--- src/jsd_pkg.sv ---
`timescale 1ns / 1ps
// shared types, constants and log table builder for the jsd loss block
// no dependencies

package jsd_pkg;

    localparam int P_W     = 31;
    localparam int X_W     = 33;
    localparam int A_W     = 32;
    localparam int LN_W    = 36;
    localparam int MAG_W   = 35;
    localparam int TERM_W  = 40;
    localparam int OUT_W   = 52;
    localparam int BC_W    = 16;
    localparam int FRAC_W  = 30;

    localparam logic [FRAC_W-1:0] LN2_Q30 = 30'd744261118;
    localparam logic signed [LN_W-1:0] LN2_S = LN_W'(LN2_Q30);

    localparam logic [P_W-1:0]  THRESH_RESET = 31'd10737;
    localparam logic [BC_W-1:0] BATCH_RESET  = 16'd1;

    localparam logic CFG_THRESH = 1'b0;
    localparam logic CFG_BATCH  = 1'b1;

    typedef struct packed {
        logic [TERM_W-1:0] term;
        logic              last;
    } t_qent;

    // q30 ln of 1 + idx/2^lbits, built by repeated squaring of the mantissa
    function automatic logic [FRAC_W-1:0] ln_entry(input int unsigned idx,
                                                   input int unsigned lbits);
        logic [63:0] m;
        logic [63:0] r;
        logic [63:0] t;
        m = (64'd1 << FRAC_W) + (64'(idx) << (FRAC_W - lbits));
        r = '0;
        for (int b = FRAC_W - 1; b >= 0; b--) begin
            m = (m * m) >> FRAC_W;
            if (m >= (64'd2 << FRAC_W)) begin
                m    = m >> 1;
                r[b] = 1'b1;
            end
        end
        t = (r * 64'(LN2_Q30)) >> FRAC_W;
        return t[FRAC_W-1:0];
    endfunction

endpackage

--- src/jsd_fifo.sv ---
`timescale 1ns / 1ps
// two-entry queue between the term front end and the accumulator
// uses jsd_pkg for the entry type

module jsd_fifo import jsd_pkg::*; (
    input  logic  i_clk,
    input  logic  i_rst_n,
    input  logic  i_push,
    input  t_qent i_data,
    input  logic  i_pop,
    output t_qent o_data,
    output logic  o_full,
    output logic  o_empty
);

    t_qent r_mem [2];
    logic r_wp, r_rp;
    logic [1:0] r_count;

    always_ff @(posedge i_clk) begin
        if (i_push) r_mem[r_wp] <= i_data;
    end

    always_ff @(posedge i_clk) begin
        if (!i_rst_n) begin
            r_wp    <= 1'b0;
            r_rp    <= 1'b0;
            r_count <= '0;
        end else begin
            if (i_push) r_wp <= ~r_wp;
            if (i_pop)  r_rp <= ~r_rp;
            r_count <= r_count + 2'(i_push) - 2'(i_pop);
        end
    end

    assign o_data  = r_mem[r_rp];
    assign o_full  = (r_count == 2'd2);
    assign o_empty = (r_count == 2'd0);

`ifndef SYNTHESIS
    a_no_overflow: assert property (@(posedge i_clk) disable iff (!i_rst_n)
        i_push |-> (!o_full || i_pop))
        else $error("queue push while full");
    a_no_underflow: assert property (@(posedge i_clk) disable iff (!i_rst_n)
        i_pop |-> !o_empty)
        else $error("queue pop while empty");
    a_count_range: assert property (@(posedge i_clk) disable iff (!i_rst_n)
        r_count != 2'd3)
        else $error("queue count out of range");
`endif

endmodule

--- config.mk ---
export PLATFORM = sky130hd
export DESIGN_NAME = jsd_fifo
export DESIGN_NICKNAME = d
export VERILOG_FILES = /design/src/jsd_pkg.sv /design/src/jsd_fifo.sv
export SDC_FILE = /design/constraint.sdc
export NUM_CORES = 1
export LEC_CHECK = 0
export BUFFER_PORTS_ARGS = -buffer_cell sky130_fd_sc_hd__buf_2
export CAP_MARGIN = 20
export CORE_MARGIN = 5
export CORE_UTILIZATION = 47
export CTS_BUF_LIST = sky130_fd_sc_hd__clkbuf_16
export DETAILED_ROUTE_END_ITERATION = 10
export PLACE_DENSITY = 0.75
export SLEW_MARGIN = 0
export SYNTH_ARGS = -nofsm -noshare
export SYNTH_HDL_FRONTEND = slang
export SYNTH_SLANG_ARGS = --single-unit
--- constraint.sdc ---
create_clock -name i_clk -period 2.4 [get_ports i_clk]
set_input_delay 0.24 -clock i_clk [delete_from_list [all_inputs] [get_ports i_clk]]
set_output_delay 0.24 -clock i_clk [all_outputs]
set_load 0.01 [all_outputs]
# After elaboration in Yosys (flattened, before gate mapping)

Memory sizes are Yosys's and may differ from the RTL's. A register that Yosys moved wholly into a read port is not among the register bits.
Cells that the tools add are included.

Bits in writable memories: 82
Memories kept: 1
Output and inout port bits: 43
Register bits: 4

$add $sub $neg: 2
Reductions and logical operators: 1
Bitwise gates (word level): 2
Eq/ne operators: 1
Muxes and demuxes: 4

Memories:

| memory | words | bits a word | rd ports | clocked after Yosys merged registers in | write ports | RTL line       | RTL |
|---|---|---|---|---|---|---|---|
| r_mem  | 2     | 41          | 1        | 1                                       | 1           | jsd_fifo.sv:16 | `t_qent r_mem [2];` |

Operators with widths:

| operator                                   | count |
|---|---|
| two-way mux 1 bit                          | 4 |
| adder 2 x 1 -> 2 bit                       | 1 |
| equality test 2 bit, second input constant | 1 |
| logical NOT 2 bit                          | 1 |
| inverter 1 bit                             | 2 |
| subtractor 2 x 1 -> 2 bit                  | 1 |

# Depth between registers and ports, before layout

Word-level depth: 3
Depth in mapped cells: 6
Mapped depth without buffers: 6

# Least setup slack after synthesis

OpenSTA, ideal clock, no wires.

Path kind: register -> register
Start point: register r_wp
End point: memory r_mem[0][0] (netlist bit), enable pin
Cell stages (with the launch flop): 2
Path buffers: 0
Path slack: -0.215 ns
Required time: 1.955 ns
Arrival time: 2.169 ns
Cells stage by stage: dfxtp_1 nor2b_1

RTL lines:

| what                   | RTL line       | RTL |
|---|---|---|
| start, declared        | jsd_fifo.sv:17 | `logic r_wp, r_rp;` |
| start signal, assigned | jsd_fifo.sv:30 | `if (i_push) r_wp <= ~r_wp;` |
| end, declared          | jsd_fifo.sv:16 |  |

No word-level cell before the write port.

==> out/qor.yml <==
timing:
  whs_ps: 99.1
  clock_skew_ps: 4.42
  hold_violations: 0
  period_minus_slack_ps: 1710
  timing.fmax_ghz: 0.585
  maxSlewHeadroom_pct: 63.0
  timing.final.crit_share_pct: 71.3
  rsz0062_at_grt: "no"
  setup_violations: 0
  fin_tns_setup_ps: 0
  worst_pin_slew_ps: 554
  slew_viol_final: 0
global_route:
  grt_max_degree: 42
  grt_pass1_vias: 1699
  grt.total_usage_pct: 12.7
  grt_first_pass_wirelength_mm: 8.27
  grt_overflow: 0
  grt_antenna_before_repair: 0
synth:
  synth_mux_area_share_pct: 18.0
  synth_top_family_by_area: "multiplexers"
  synth-simple-area-share_pct: 1.59
  synth_fa_ha_area_share_pct: 0.738
  ys_ff_latch: 87
  synth_area_um2: 3390
  yosys_warnings: 0
  synth_cell_types: 14
  synth_compound_area_share_pct: 0.221
  netlist_instances: 149
  synth.avg_cell_area_um2: 22.8
  syn-num-nets: 196
  yosysSeqAreaShare_pct: 75.6
  post_synth_xor_area_fraction_pct: 0.923
floorplanning:
  die_area_um2: 9010
  die_w_um: 94.9
  core_area_um2: 7140
  die_height_um: 94.9
  rows: 31
  ioPinCount: 88
  initial_core_util_pct: 47.5
clock_tree:
  clock_latency_ps: 320
  ctsResizeCount: 0
  cts_setup_buffers: 0
  cts.sinks: 87
  cts_tree: "yes"
  cts_inserted_buffers: 9
  h-tree-depth: 3
  cts-root-buf: "clkbuf_16"
  clkTransAtPathRegs_ps: 60
  hold_buffers: 0
  clock_path_buffers: 2
setup_path:
  path_cells: "buf_12, mux2_2, buf_2"
  cp_slowest_cell: "mux2_2"
  end_kind: "output port"
  slowest_delay_ps: 370
  worstPathRequired_ps: 2160
  critPathLaunchType: "register"
  crit_buf_inv: 2
  path_class: "register to output port"
  arrival_ps: 1470
  rr_startpoint: "r_wp"
  cp_max_fo: 41
  critPathTopFamily: "buffers and inverters"
  reg2reg_slack_ps: 930
layout:
  diodes: 0
  stdcell_count: 350
  most-common-layout-cells: "87 x buf_2, 82 x edfxtp_1, 40 x mux2_4, 9 x clkbuf_16"
  final_common_cell: "buf_2"
  synthToLayoutAreaGrowth_pct: 26.6
  final_area_um2: 4290
  nets: 293
  drive_gt1_share_pct: 60.2
pwr:
  leakagePower_uw: 0.00173
  p_per_area_nw_per_um2: 900
  power.total_uw: 3870
  ir_drop_mv: 0.650
routing:
  drt-initial-drc-count: 58
  via_count: 1632
  routed_wl_mm: 5.41
  drcViolationCount: 0
  via_per_inst: 4.66
  wl_per_cell_um: 15.5
  dr.pass1.iters: 5
  antenna_left: 0
placed_design:
  dp.final_hpwl_mm: 3.73
  portBuffers: 87
  place_congestion: 0.669
  dp_cells: 334
  placed_area_um2: 3920
worst_hold_path:
  hold_path.class: "input port to register"
  min_from: "i_data[8]"
status:
  status: "finished clean"
run:
  drv_cap: 0
## where the power goes
group | switching [µW] | total (µW) | internal, µW | leakage (µW)
sequential | 25.2 | 1780 | 1750 | 0.000812
combinational | 192 | 423 | 231 | 0.000745
clock | 539 | 1660 | 1120 | 0.000172
total | 756 | 3870 | 3110 | 0.00173
## synth_stat cells, drive strengths merged
cell type,count,share of area [%]
o21a,1,0.22
buf,5,2.7
inv,2,0.22
xor2,1,0.26
dfxtp,5,3.0
nor2,1,0.11
edfxtp,82,73
and2,4,0.74
xnor3,1,0.66
ha,2,0.74
mux2,41,18
nor2b,4,0.74
## worst reg2reg max path, cell delays in order (launching register included)
cell and delay (ps):
dfxtp_1 330, nor2b_4 470, buf_4 360
## final cells by class
class | instances | area (µm²)
Clock buffer | 9 | 225
Multi-Input combinational cell | 55 | 738
Fill cell | 560 | 2840
Sequential cell | 87 | 2560
Timing Repair Buffer | 91 | 490
Clock inverter | 7 | 144
Tap cell | 99 | 124
Inverter | 2 | 7.51
## metal layers
metal  share of wire [%]  GRT usage (%)  vias to the layer above
met3                 7.7           4.54                       11
met5                   0              0                        -
met1                  39           14.6                      793
li1                    -              -                      774
met4                 2.2           6.49                        0
met2                  51           20.9                       54
## state kept, by name (all words and copies together) (netlist names), named ones only
register	count
r_mem	82
r_rp	1
r_count	2
r_wp	1
## through the flow
step           setup WS, ps  util (%)
4_1_cts                 662      60.2
3_3_place_gp            877      55.0
6_report                689      60.2
5_1_grt                 624      60.2
3_5_place_dp            815      55.0
2_1_floorplan           575         -
## final timing paths
check / end / cells past startpoint
min reg2reg: register / 2
max: o_data[40] / 3
min: r_mem[0][8] / 1
max reg2reg: r_mem[0][0] / 2
## cells by family (layout without fill, tap and decap cells)
group                    after synthesis  in the layout
AO/OA/AOI/OAI                          1              1
XOR/XNOR                               2              2
flip-flops                            87             87
AND/OR/NAND/NOR                        9              9
buffers and inverters                  7            109
multiplexers                          41             41
adder cells (fa/ha/maj)                2              2
Power figures use the tool's default switching activity.
