$ cat src/jsd_pkg.sv
`timescale 1ns / 1ps
// shared types, constants and log table builder for the jsd loss block
// no dependencies

package jsd_pkg;

    localparam int P_W     = 31;
    localparam int X_W     = 33;
    localparam int A_W     = 32;
    localparam int LN_W    = 36;
    localparam int MAG_W   = 35;
    localparam int TERM_W  = 40;
    localparam int OUT_W   = 52;
    localparam int BC_W    = 16;
    localparam int FRAC_W  = 30;

    localparam logic [FRAC_W-1:0] LN2_Q30 = 30'd744261118;
    localparam logic signed [LN_W-1:0] LN2_S = LN_W'(LN2_Q30);

    localparam logic [P_W-1:0]  THRESH_RESET = 31'd10737;
    localparam logic [BC_W-1:0] BATCH_RESET  = 16'd1;

    localparam logic CFG_THRESH = 1'b0;
    localparam logic CFG_BATCH  = 1'b1;

    typedef struct packed {
        logic [TERM_W-1:0] term;
        logic              last;
    } t_qent;

    // q30 ln of 1 + idx/2^lbits, built by repeated squaring of the mantissa
    function automatic logic [FRAC_W-1:0] ln_entry(input int unsigned idx,
                                                   input int unsigned lbits);
        logic [63:0] m;
        logic [63:0] r;
        logic [63:0] t;
        m = (64'd1 << FRAC_W) + (64'(idx) << (FRAC_W - lbits));
        r = '0;
        for (int b = FRAC_W - 1; b >= 0; b--) begin
            m = (m * m) >> FRAC_W;
            if (m >= (64'd2 << FRAC_W)) begin
                m    = m >> 1;
                r[b] = 1'b1;
            end
        end
        t = (r * 64'(LN2_Q30)) >> FRAC_W;
        return t[FRAC_W-1:0];
    endfunction

endpackage

$ cat src/jsd_back.sv
`timescale 1ns / 1ps
// back end: accumulates terms with saturation and divides the sum by
// twice the batch count one quotient bit a cycle; uses jsd_pkg

module jsd_back import jsd_pkg::*; #(
    parameter int COUNT_BITS = 20
) (
    input  logic             i_clk,
    input  logic             i_rst_n,
    input  t_qent            i_q_data,
    input  logic             i_q_empty,
    output logic             o_pop,
    input  logic [BC_W-1:0]  i_batch,
    output logic             o_valid,
    input  logic             i_stall,
    output logic [OUT_W-1:0] o_loss,
    output logic             o_sat
);

    localparam int SUM_W = 32 + COUNT_BITS;
    localparam int QW = SUM_W - 1;
    localparam int CW = (QW > OUT_W) ? QW : OUT_W;
    localparam int CNT_W = $clog2(QW + 1);

    typedef enum logic [1:0] {B_IDLE, B_DIV, B_DONE} t_bstate;

    t_bstate r_state;
    logic [SUM_W-1:0] r_sum;
    logic [QW-1:0] r_quo;
    logic [BC_W-1:0] r_rem;
    logic [CNT_W-1:0] r_cnt;
    logic r_sat;
    logic r_valid;
    logic [OUT_W-1:0] r_loss;
    logic r_osat;

    logic [SUM_W:0] w_add;
    logic [SUM_W-1:0] w_new;
    logic [BC_W-1:0] w_bc;
    logic [BC_W:0] w_sh;
    logic w_ge;
    logic w_big;
    logic w_out_free;

    always_comb begin
        w_add = (SUM_W+1)'(r_sum) + (SUM_W+1)'(i_q_data.term);
        w_new = w_add[SUM_W] ? '1 : w_add[SUM_W-1:0];
        w_bc  = (i_batch == '0) ? BC_W'(1) : i_batch;
        w_sh  = {r_rem, r_quo[QW-1]};
        w_ge  = (w_sh >= (BC_W+1)'(w_bc));
        w_big = CW'(r_quo) > CW'({OUT_W{1'b1}});
        w_out_free = !r_valid || !i_stall;
    end

    assign o_pop = (r_state == B_IDLE) && !i_q_empty;

    always_ff @(posedge i_clk) begin
        if (!i_rst_n) begin
            r_state <= B_IDLE;
            r_sum   <= '0;
            r_valid <= 1'b0;
        end else begin
            if (r_valid && !i_stall && r_state != B_DONE) r_valid <= 1'b0;
            unique case (r_state)
                B_IDLE: begin
                    if (!i_q_empty) begin
                        if (i_q_data.last) begin
                            // sum / (2*bc) taken as (sum >> 1) / bc
                            r_quo   <= w_new[SUM_W-1:1];
                            r_sat   <= (w_new == '1);
                            r_rem   <= '0;
                            r_cnt   <= '0;
                            r_sum   <= '0;
                            r_state <= B_DIV;
                        end else begin
                            r_sum <= w_new;
                        end
                    end
                end
                B_DIV: begin
                    r_rem <= w_ge ? BC_W'(w_sh - (BC_W+1)'(w_bc)) : w_sh[BC_W-1:0];
                    r_quo <= {r_quo[QW-2:0], w_ge};
                    r_cnt <= r_cnt + CNT_W'(1);
                    if (r_cnt == CNT_W'(QW - 1)) r_state <= B_DONE;
                end
                B_DONE: begin
                    if (w_out_free) begin
                        r_valid <= 1'b1;
                        if (r_sat || w_big) begin
                            r_loss <= '1;
                            r_osat <= 1'b1;
                        end else begin
                            r_loss <= OUT_W'(r_quo);
                            r_osat <= 1'b0;
                        end
                        r_state <= B_IDLE;
                    end
                end
                default: r_state <= B_IDLE;
            endcase
        end
    end

    assign o_valid = r_valid;
    assign o_loss  = r_loss;
    assign o_sat   = r_osat;

endmodule

$ cat config.mk
export PLATFORM = sky130hd
export DESIGN_NAME = jsd_back
export DESIGN_NICKNAME = d
export VERILOG_FILES = /design/src/jsd_pkg.sv /design/src/jsd_back.sv
export SDC_FILE = /design/constraint.sdc
export NUM_CORES = 1
export LEC_CHECK = 0
export BUFFER_PORTS_ARGS = -buffer_cell sky130_fd_sc_hd__buf_4
export CAP_MARGIN = 30
export CORE_MARGIN = 8
export CORE_UTILIZATION = 43
export CTS_CLUSTER_DIAMETER = 150
export DETAILED_ROUTE_END_ITERATION = 12
export GPL_TIMING_DRIVEN = 0
export PLACE_DENSITY = 0.63
export SYNTH_ARGS = -nofsm -noshare
export SYNTH_HDL_FRONTEND = slang
export SYNTH_SLANG_ARGS = --single-unit
$ cat constraint.sdc
create_clock -name i_clk -period 5.8 [get_ports i_clk]
set_clock_uncertainty 0.15 [all_clocks]
set_input_delay 0.29 -clock i_clk [delete_from_list [all_inputs] [get_ports i_clk]]
set_output_delay 0.29 -clock i_clk [all_outputs]
set_load 0.01 [all_outputs]
-- Word level (Yosys, flattened, before mapping)
Index checks and enable logic that the tools add are counted.
- add/subtract/negate cells: 3
- order comparisons: 1
- equal/unequal tests: 9
- multiplexer cells: 23
- bitwise logic cells: 1
- reduce and logical (&&, ||, !) cells: 15
- operator list (cell ; count):
    52-bit 2-to-1 mux ; 3
    51-bit 2-to-1 mux ; 2
    51-bit case mux with 2 select lines ; 1
    16-bit 2-to-1 mux ; 4
    52-bit by 40-bit adder with 53-bit output ; 1
    52-bit equality test (second input constant) ; 1
    16-bit case mux with 2 select lines ; 1
    17-bit by 16-bit >= comparator with 1-bit output ; 1
    16-bit logical NOT ; 1
    16-bit subtractor ; 1
    6-bit 2-to-1 mux ; 2
    6-bit case mux with 2 select lines ; 1
    4-bit AND reduction ; 3
    2-bit != test (second input constant) ; 5
    2-bit 2-to-1 mux ; 4
    6-bit by 1-bit adder with 6-bit output (second input constant) ; 1
    6-bit equality test (second input constant) ; 1
    2-bit case mux with 3 select lines ; 1
    1-bit 2-to-1 mux ; 4
    1-bit logical AND ; 3
    1-bit logical NOT ; 3
    3-bit AND reduction ; 1
    2-bit by 1-bit equality test with 1-bit output (second input constant) ; 1
    2-bit equality test (second input constant) ; 1
    5 further kinds ; 5
- bits in registers: 182
- bits of input ports: 61
- output and inout port bits: 55
- logic and storage cells: 62

-- Longest topological paths before layout
Gate-level depths: netlist of run 1.
- word-level depth: 6
- gate-level depth with buffers: 16

-- Worst setup path after synthesis of run 1
Ideal clock, no wire load.
- kind: input-to-reg
- start: in i_rst_n
- end: reg r_loss[0], in the netlist o_loss[0] (enable)
- library setup time: 0.536 ns
- data arrival time: 4.465 ns
- data required time: 5.114 ns
- path slack: 0.648 ns
- stages on the path: 3
- buffers on the path: 1
- cells stage by stage: clkbuf_1 inv_1 nor3b_1
- cells in the longest elaborated chain, start to end: 1
- ends and longest elaborated chain (what ; RTL line ; source):
    start: declaration ; jsd_back.sv:9 ; input logic i_rst_n,
    3-bit AND reduction (no line) ; n/a ;
    end signal: assignment ; jsd_back.sv:93 ; r_loss <= OUT_W'(r_quo);
    end: declaration ; jsd_back.sv:34 ; logic [OUT_W-1:0] r_loss;
No other way between the ends.
A chain may end at the register's enable or synchronous reset.

-- Worst setup path in the final report of run 1
- start: reg r_sum[0]
- end: reg r_sat (data pin)
- cells in the longest elaborated chain, start to end: 3
- ends and longest elaborated chain (what ; RTL line ; source):
    start: declaration ; jsd_back.sv:28 ; logic [SUM_W-1:0] r_sum;
    start signal: assignment ; jsd_back.sv:76 ; r_sum <= w_new;
    52-bit by 40-bit adder with 53-bit output ; jsd_back.sv:46 ; w_add = (SUM_W+1)'(r_sum) + (SUM_W+1)'(i_q_data.term);
    52-bit 2-to-1 mux ; jsd_back.sv:47 ; w_new = w_add[SUM_W] ? '1 : w_add[SUM_W-1:0];
    52-bit equality test ; jsd_back.sv:70 ; r_sat <= (w_new == '1);
    end signal: assignment ; jsd_back.sv:70 ;
    end: declaration ; jsd_back.sv:32 ; logic r_sat;
No other way between the ends.

==> reports/results.txt, run 1 <==
Yosys warnings - 0
CTS Buffer Depth - 2
worst path arrival time - 4.47 ns
Final Setup Violations - 0
sequential area share after synthesis - 44.2%
CP endpoint kind - flip-flop
WL/cell - 19.3 microns
post-synthesis mux area share - 1.36%
PortBufs - 114
number of global-route vias before repair - 9337
PD cells - 259 mW/mm^2
Slew Limit Fails - 0
worst skew pair latency - 0.45 ns
main combinational cell family by area after synthesis - simple AND/OR/NAND/NOR gates
Detail Placement HPWL - 25400 microns
First DRT Iteration DRCs - 824
Synth top area share - 34.2%
CTS tree - built
grt total ovfl - 0
via count - 9486
top cell type by total area after synthesis - edfxtp_1
Final Cycle Share - 75.8%
top post-synthesis cells by count - nor2_1, edfxtp_1, a21oi_1
critical path's slowest cell - or4b_1
crit-path cells - ha_1, fa_1, xor2_1, o211ai_1, a2111oi_2, o2111ai_1, or4b_1, nand4bb_1, nor4_2, nand4_1, nor4_1, nand4_1, a2111oi_2
initial antenna violation count - 0
kind of critical path - flip-flop to flip-flop
post-CTS resize count - 0
xor/xnor share of the synthesized area - 4.28%
full die area - 0.0311 sq mm
area added between synthesis and finish - 18.0%
Setup Fix Bufs, Post-CTS - 0
CTS Root Cell - clkbuf_16
Peak VDD IR - 0.000173 V
clock sink count - 181
count leader, synth - nor2_1
Post-CTS Hold Buffers - 0
post-route design area - 0.0130 sq mm
LEAKAGE - 5.09 nW
Slew @ Worst Pin - 0.854 ns
crit path max fanout - 3
WP data required - 5.88 ns
ANT cells - 0
Final Hold Viols - 0
I/O pin cnt - 116
syn_nets - 1314
Fill cells - 2386
Max stage delay on crit path - 0.51 ns
Synth area leaders - edfxtp_1, dfxtp_1, ha_1, a21oi_1, nor2_1
R2R cell count - 13
CTS Buf Count - 17
number of flops mapped to enable cells by yosys - 126
DRC errors left - 0
row count - 58
Synth Area in Compound Gates - 18.2%
die height - 176 microns
Post-Synth Adder-Cell Area - 6.93%
Final #Nets - 1453
H-tree depth - 4
WHS Path Cells - 2
Post-Syn Area - 0.0110 sq mm
WL final - 32400 microns
first-pass GRT wire length - 50700 microns
Worst Hold Class - primary input to flip-flop
asr flop ratio synth - 0%
Post-Synthesis Cells - 1193
GR Util All Layers - 20.7%
Critical Path Start Type - flip-flop
Via density - 5.66
Avg Cell Area, Syn - 9.26 sq um
Post-synth top flop - edfxtp_1
RSZ-0062 raised after global routing - false
Slew headroom - 42.5%
core area - 0.0252 sq mm
Antenna Nets Post-Route - 0
utilization after layout - 51.8%
layout cell share with drive strength beyond 1 - 17.6%
Die Width - 176 microns
Final Power - 0.00337 W
Pre-Repair DR Iteration Count - 7
minimum clock period - 4.40 ns
outcome - complete, no violations
Clk pin slew, worst setup/hold paths - 0.07 ns
maximum clock frequency - 227 MHz
gpl congestion - 0.924
Netlist cell types - 74
FF+latch count, synth - 181
simple-gate share of the synthesized area - 20.7%
Post-DP Area - 0.0124 sq mm
number of max-cap violations - 0
largest net degree at the start of global routing - 35
Initial Util - 43.9%
-- layout make-up --
class                   count  area, sq um  share of cell area (%)
repair buffers            120          945                    7.24
plain buffers              69          330                    2.53
flip-flops and latches    181         4880                    37.5
clock buffers              17          425                    3.26
inverters                  38          143                    1.09
well taps                 330          413                    3.17
clock inverters            15          198                    1.52
multi-input cells         905         5700                    43.7
-- power breakdown --
part           switching [W]  internal [W]
clock network       0.000597      0.000628
logic               0.000412      0.000251
registers          0.0000326       0.00145
total                0.00104       0.00233
-- critical path, delay by kind of cell, from the launching register on --
kind | cells | cell delay [ns]
compound gates | 4 | 1.18
flops | 1 | 0.33
fa+ha+maj | 2 | 0.65
xor+xnor | 1 | 0.35
simple gates | 6 | 1.53
-- cells by family (layout without fill, tap and decap cells) --
kind of cell | count (synthesis) | in the layout
fa+ha+maj | 60 | 60
compound gates | 317 | 317
mux | 15 | 15
flops | 181 | 181
buf+inv | 107 | 259
xor+xnor | 54 | 54
simple gates | 459 | 459
-- worst paths after layout --
path,start,endpoint,slack [ns]
worst min-delay path,i_q_empty,r_sat$_DFFE_PP_,0.07
worst max register to register,r_sum[0]$_SDFFE_PN0P_,r_sat$_DFFE_PP_,1.40
worst min register to register,r_sum[29]$_SDFFE_PN0P_,r_sum[29]$_SDFFE_PN0P_,0.33
worst max-delay path,r_sum[0]$_SDFFE_PN0P_,r_sat$_DFFE_PP_,1.40
-- state kept, by name, summed over array words and instances (netlist names) --
| signal | count |
|---|---|
| r_quo | 51 |
| r_sat | 1 |
| r_state | 2 |
| r_sum | 52 |
| r_cnt | 6 |
| o_loss | 52 |
| r_rem | 16 |
| o_valid | 1 |
-- metrics by stage --
stage	instances	setup TNS, ns	hold WS (ns)	setup WS (ns)
after CTS	1675	0	0.0564	1.34
after floorplan	1193	0	0.295	0.648
after global routing	1675	0	0.0481	1.10
final	1675	0	0.0693	1.40
after global placement	1637	-79.34	0.307	-1.30
after detailed placement	1643	0	0.315	1.23
-- placed cells by master, fill, tap and decap left out, types with 47 or more instances in the layout --
cell type and instances:
buf_4 120, dfxtp_1 55, clkbuf_1 47, o21ai_0 69
a21oi_1 104, or2_2 52, ha_1 58, edfxtp_1 126
nor2_1 135, nand2_1 93
-- per-layer routing --
layer	vias to the layer above	GRT usage (%)	part of all wire (%)
met4	0	6.18	2.1
met5	-	0	0
met1	4504	27.9	46
li1	4606	-	-
met2	325	33.0	45
met3	51	4.17	6.7
(Power assumes the default switching activity.)
==> run 2: changes to the inputs <==
ABC_AREA = 1   (was not set)
PLACE_DENSITY = 0.65   (was 0.63)
clock period = 3.98 ns   (was 5.8 ns; I/O delays follow)
==> run 2 against run 1 <==
Effect of this change: register-to-register slack worse by 0.93 ns; core utilization down 0.69 points; power up 42%; via count up 21%; die area up 9.1%; cell area up 9.2%; worst hold slack better by 0.010 ns; first-iteration DRC count up 1.2%; critical endpoint unchanged.
==> reports/results.txt, run 2 <==
maximum clock frequency - 285 MHz
Slew @ Worst Pin - 1.02 ns
number of global-route vias before repair - 10800
row count - 61
Critical Path Start Type - flip-flop
via count - 11400
WL/cell - 16.5 microns
Final Power - 0.00480 W
Avg Cell Area, Syn - 6.89 sq um
Detail Placement HPWL - 30900 microns
Setup Fix Bufs, Post-CTS - 0
post-route design area - 0.0142 sq mm
M2 GR Usage - 36.0%
Clk pin slew, worst setup/hold paths - 0.08 ns
CP endpoint kind - flip-flop
gpl congestion - 0.978
Slew Limit Fails - 0
worst hold start - i_q_data[1]
LEAKAGE - 6.91 nW
asr flop ratio synth - 0%
Worst Hold Class - primary input to flip-flop
Non-Filler Instances - 2299
CTS Root Cell - clkbuf_16
CTS tree - built
top post-synthesis cells by count - nand2_1, inv_1, edfxtp_1
PD cells - 337 mW/mm^2
M1 GR Usage - 31.5%
most common cell after layout, fill and taps aside - nand2_1
FF+latch count, synth - 181
Reg2Reg Launch Point - r_sum[0]$_SDFFE_PN0P_
worst path arrival time - 3.56 ns
Post-Syn Area - 0.0122 sq mm
Final Setup Violations - 0
CTS Buffer Depth - 2
grt peak-use layer - met2
Slew headroom - 32.2%
Via density - 4.98
WL final - 38000 microns
Fill cells - 2831
Antenna Nets Post-Route - 0
core area - 0.0279 sq mm
Final Cycle Share - 88.0%
number of flops mapped to enable cells by yosys - 126
RSZ-0062 raised after global routing - false
first-pass GRT wire length - 59300 microns
Synth top area share - 31.1%
area added between synthesis and finish - 17.0%
largest net degree at the start of global routing - 31
WP data required - 4.04 ns
initial antenna violation count - 0
GR Util All Layers - 22.4%
crit path launch - r_sum[0]$_SDFFE_PN0P_
Netlist cell types - 46
First DRT Iteration DRCs - 834
Post-CTS Hold Buffers - 3
full die area - 0.0339 sq mm
Initial Util - 43.7%
number of max-cap violations - 0
layout cell share with drive strength beyond 1 - 9.37%
H-tree depth - 4
CTS Buf Count - 17
grt total ovfl - 0
utilization after layout - 51.1%
I/O pin cnt - 116
Post-Synthesis Cells - 1766
Final #Nets - 2029
kind of critical path - flip-flop to flip-flop
Post-DP Area - 0.0136 sq mm
Final Hold Viols - 0
worst skew pair latency - 0.45 ns
die height - 184 microns
Yosys warnings - 0
Synth area leaders - edfxtp_1, nand2_1, inv_1, dfxtp_1, ha_1
Post-synth top flop - edfxtp_1
Pre-Repair DR Iteration Count - 7
PortBufs - 115
Die Width - 184 microns
top cell type by total area after synthesis - edfxtp_1
clock sink count - 181
sequential area share after synthesis - 40.2%
post-CTS resize count - 0
met3 usage - 3.07%
number of placed instances, taps included - 2264
DRC errors left - 0
Peak VDD IR - 0.000207 V
syn_nets - 1887
crit path max fanout - 10
outcome - complete, no violations
minimum clock period - 3.50 ns
ANT cells - 0
count leader, synth - nand2_1
most frequent cells in the layout - nand2_1, inv_1, edfxtp_1, buf_4, a21oi_1
run 2: cell count changes after synthesis, moves of 31 or more:
cell	change
nor2b_1	-31
nand3_1	+55
inv_1	+261
or2_2	-48
nor2_1	-33
nand2_1	+584
run 2: layout make-up:
| class | count | area, sq um | share of cell area (%) |
|---|---|---|---|
| Inverter | 303 | 1140 | 7.99 |
| Sequential cell | 181 | 4880 | 34.3 |
| Clock buffer | 18 | 429 | 3.01 |
| Clock inverter | 14 | 141 | 0.993 |
| Buffer | 45 | 209 | 1.47 |
| Tap cell | 378 | 473 | 3.32 |
| Timing Repair Buffer | 123 | 1010 | 7.10 |
| Multi-Input combinational cell | 1237 | 5950 | 41.8 |
run 2: power by group:
group / switching (W) / internal (W)
registers: 0.0000293 / 0.00211
logic: 0.000645 / 0.000321
clock network: 0.000814 / 0.000882
total: 0.00149 / 0.00331
run 2: cell families after synthesis:
family | share of synthesized area, %
AOI/OAI and AO/OA | 9.41
xor gates and xnor gates | 2.09
adders and majority gates | 6.30
buffers and inverters | 11.1
DFF | 40.2
and+or+nand+nor | 31.0
run 2: path summary, 6_finish.rpt:
kind | to | slack, ns | cells after the start
min reg2reg | r_sum[13]$_SDFFE_PN0P_ | 0.32 | 2
max | r_sat$_DFFE_PP_ | 0.48 | 18
max reg2reg | r_sat$_DFFE_PP_ | 0.48 | 18
min | r_sum[0]$_SDFFE_PN0P_ | 0.08 | 4
run 2: metal layers:
layer  wire length [microns]  vias up
li1                        -     5864
met1                   18400     5215
met2                   16900      324
met3                    2160       35
met4                     569        0
met5                       0        -
run 2: metrics by stage:
stage	setup TNS [ns]	worst slack (ns)	hold slack (ns)
after floorplan	0	0.0708	0.176
after global placement	-142.19	-1.78	0.286
after detailed placement	0	0.465	0.297
after CTS	0	0.497	0.0855
after global routing	0	0.249	0.133
final	0	0.476	0.0795
run 2: critical path, stage by stage, from the launching register on:
cell	delay (ns)
dfxtp_1	0.32
ha_1	0.23
fa_1	0.48
nand2_1	0.10
nand2_1	0.09
and2_1	0.20
nand2_1	0.15
nand3_2	0.18
nand2_1	0.12
inv_2	0.05
nor2_4	0.27
buf_6	0.24
nand3_1	0.27
nand2_1	0.14
inv_1	0.04
nand2_1	0.05
nor2_1	0.06
nand2_1	0.08
nor2_1	0.05
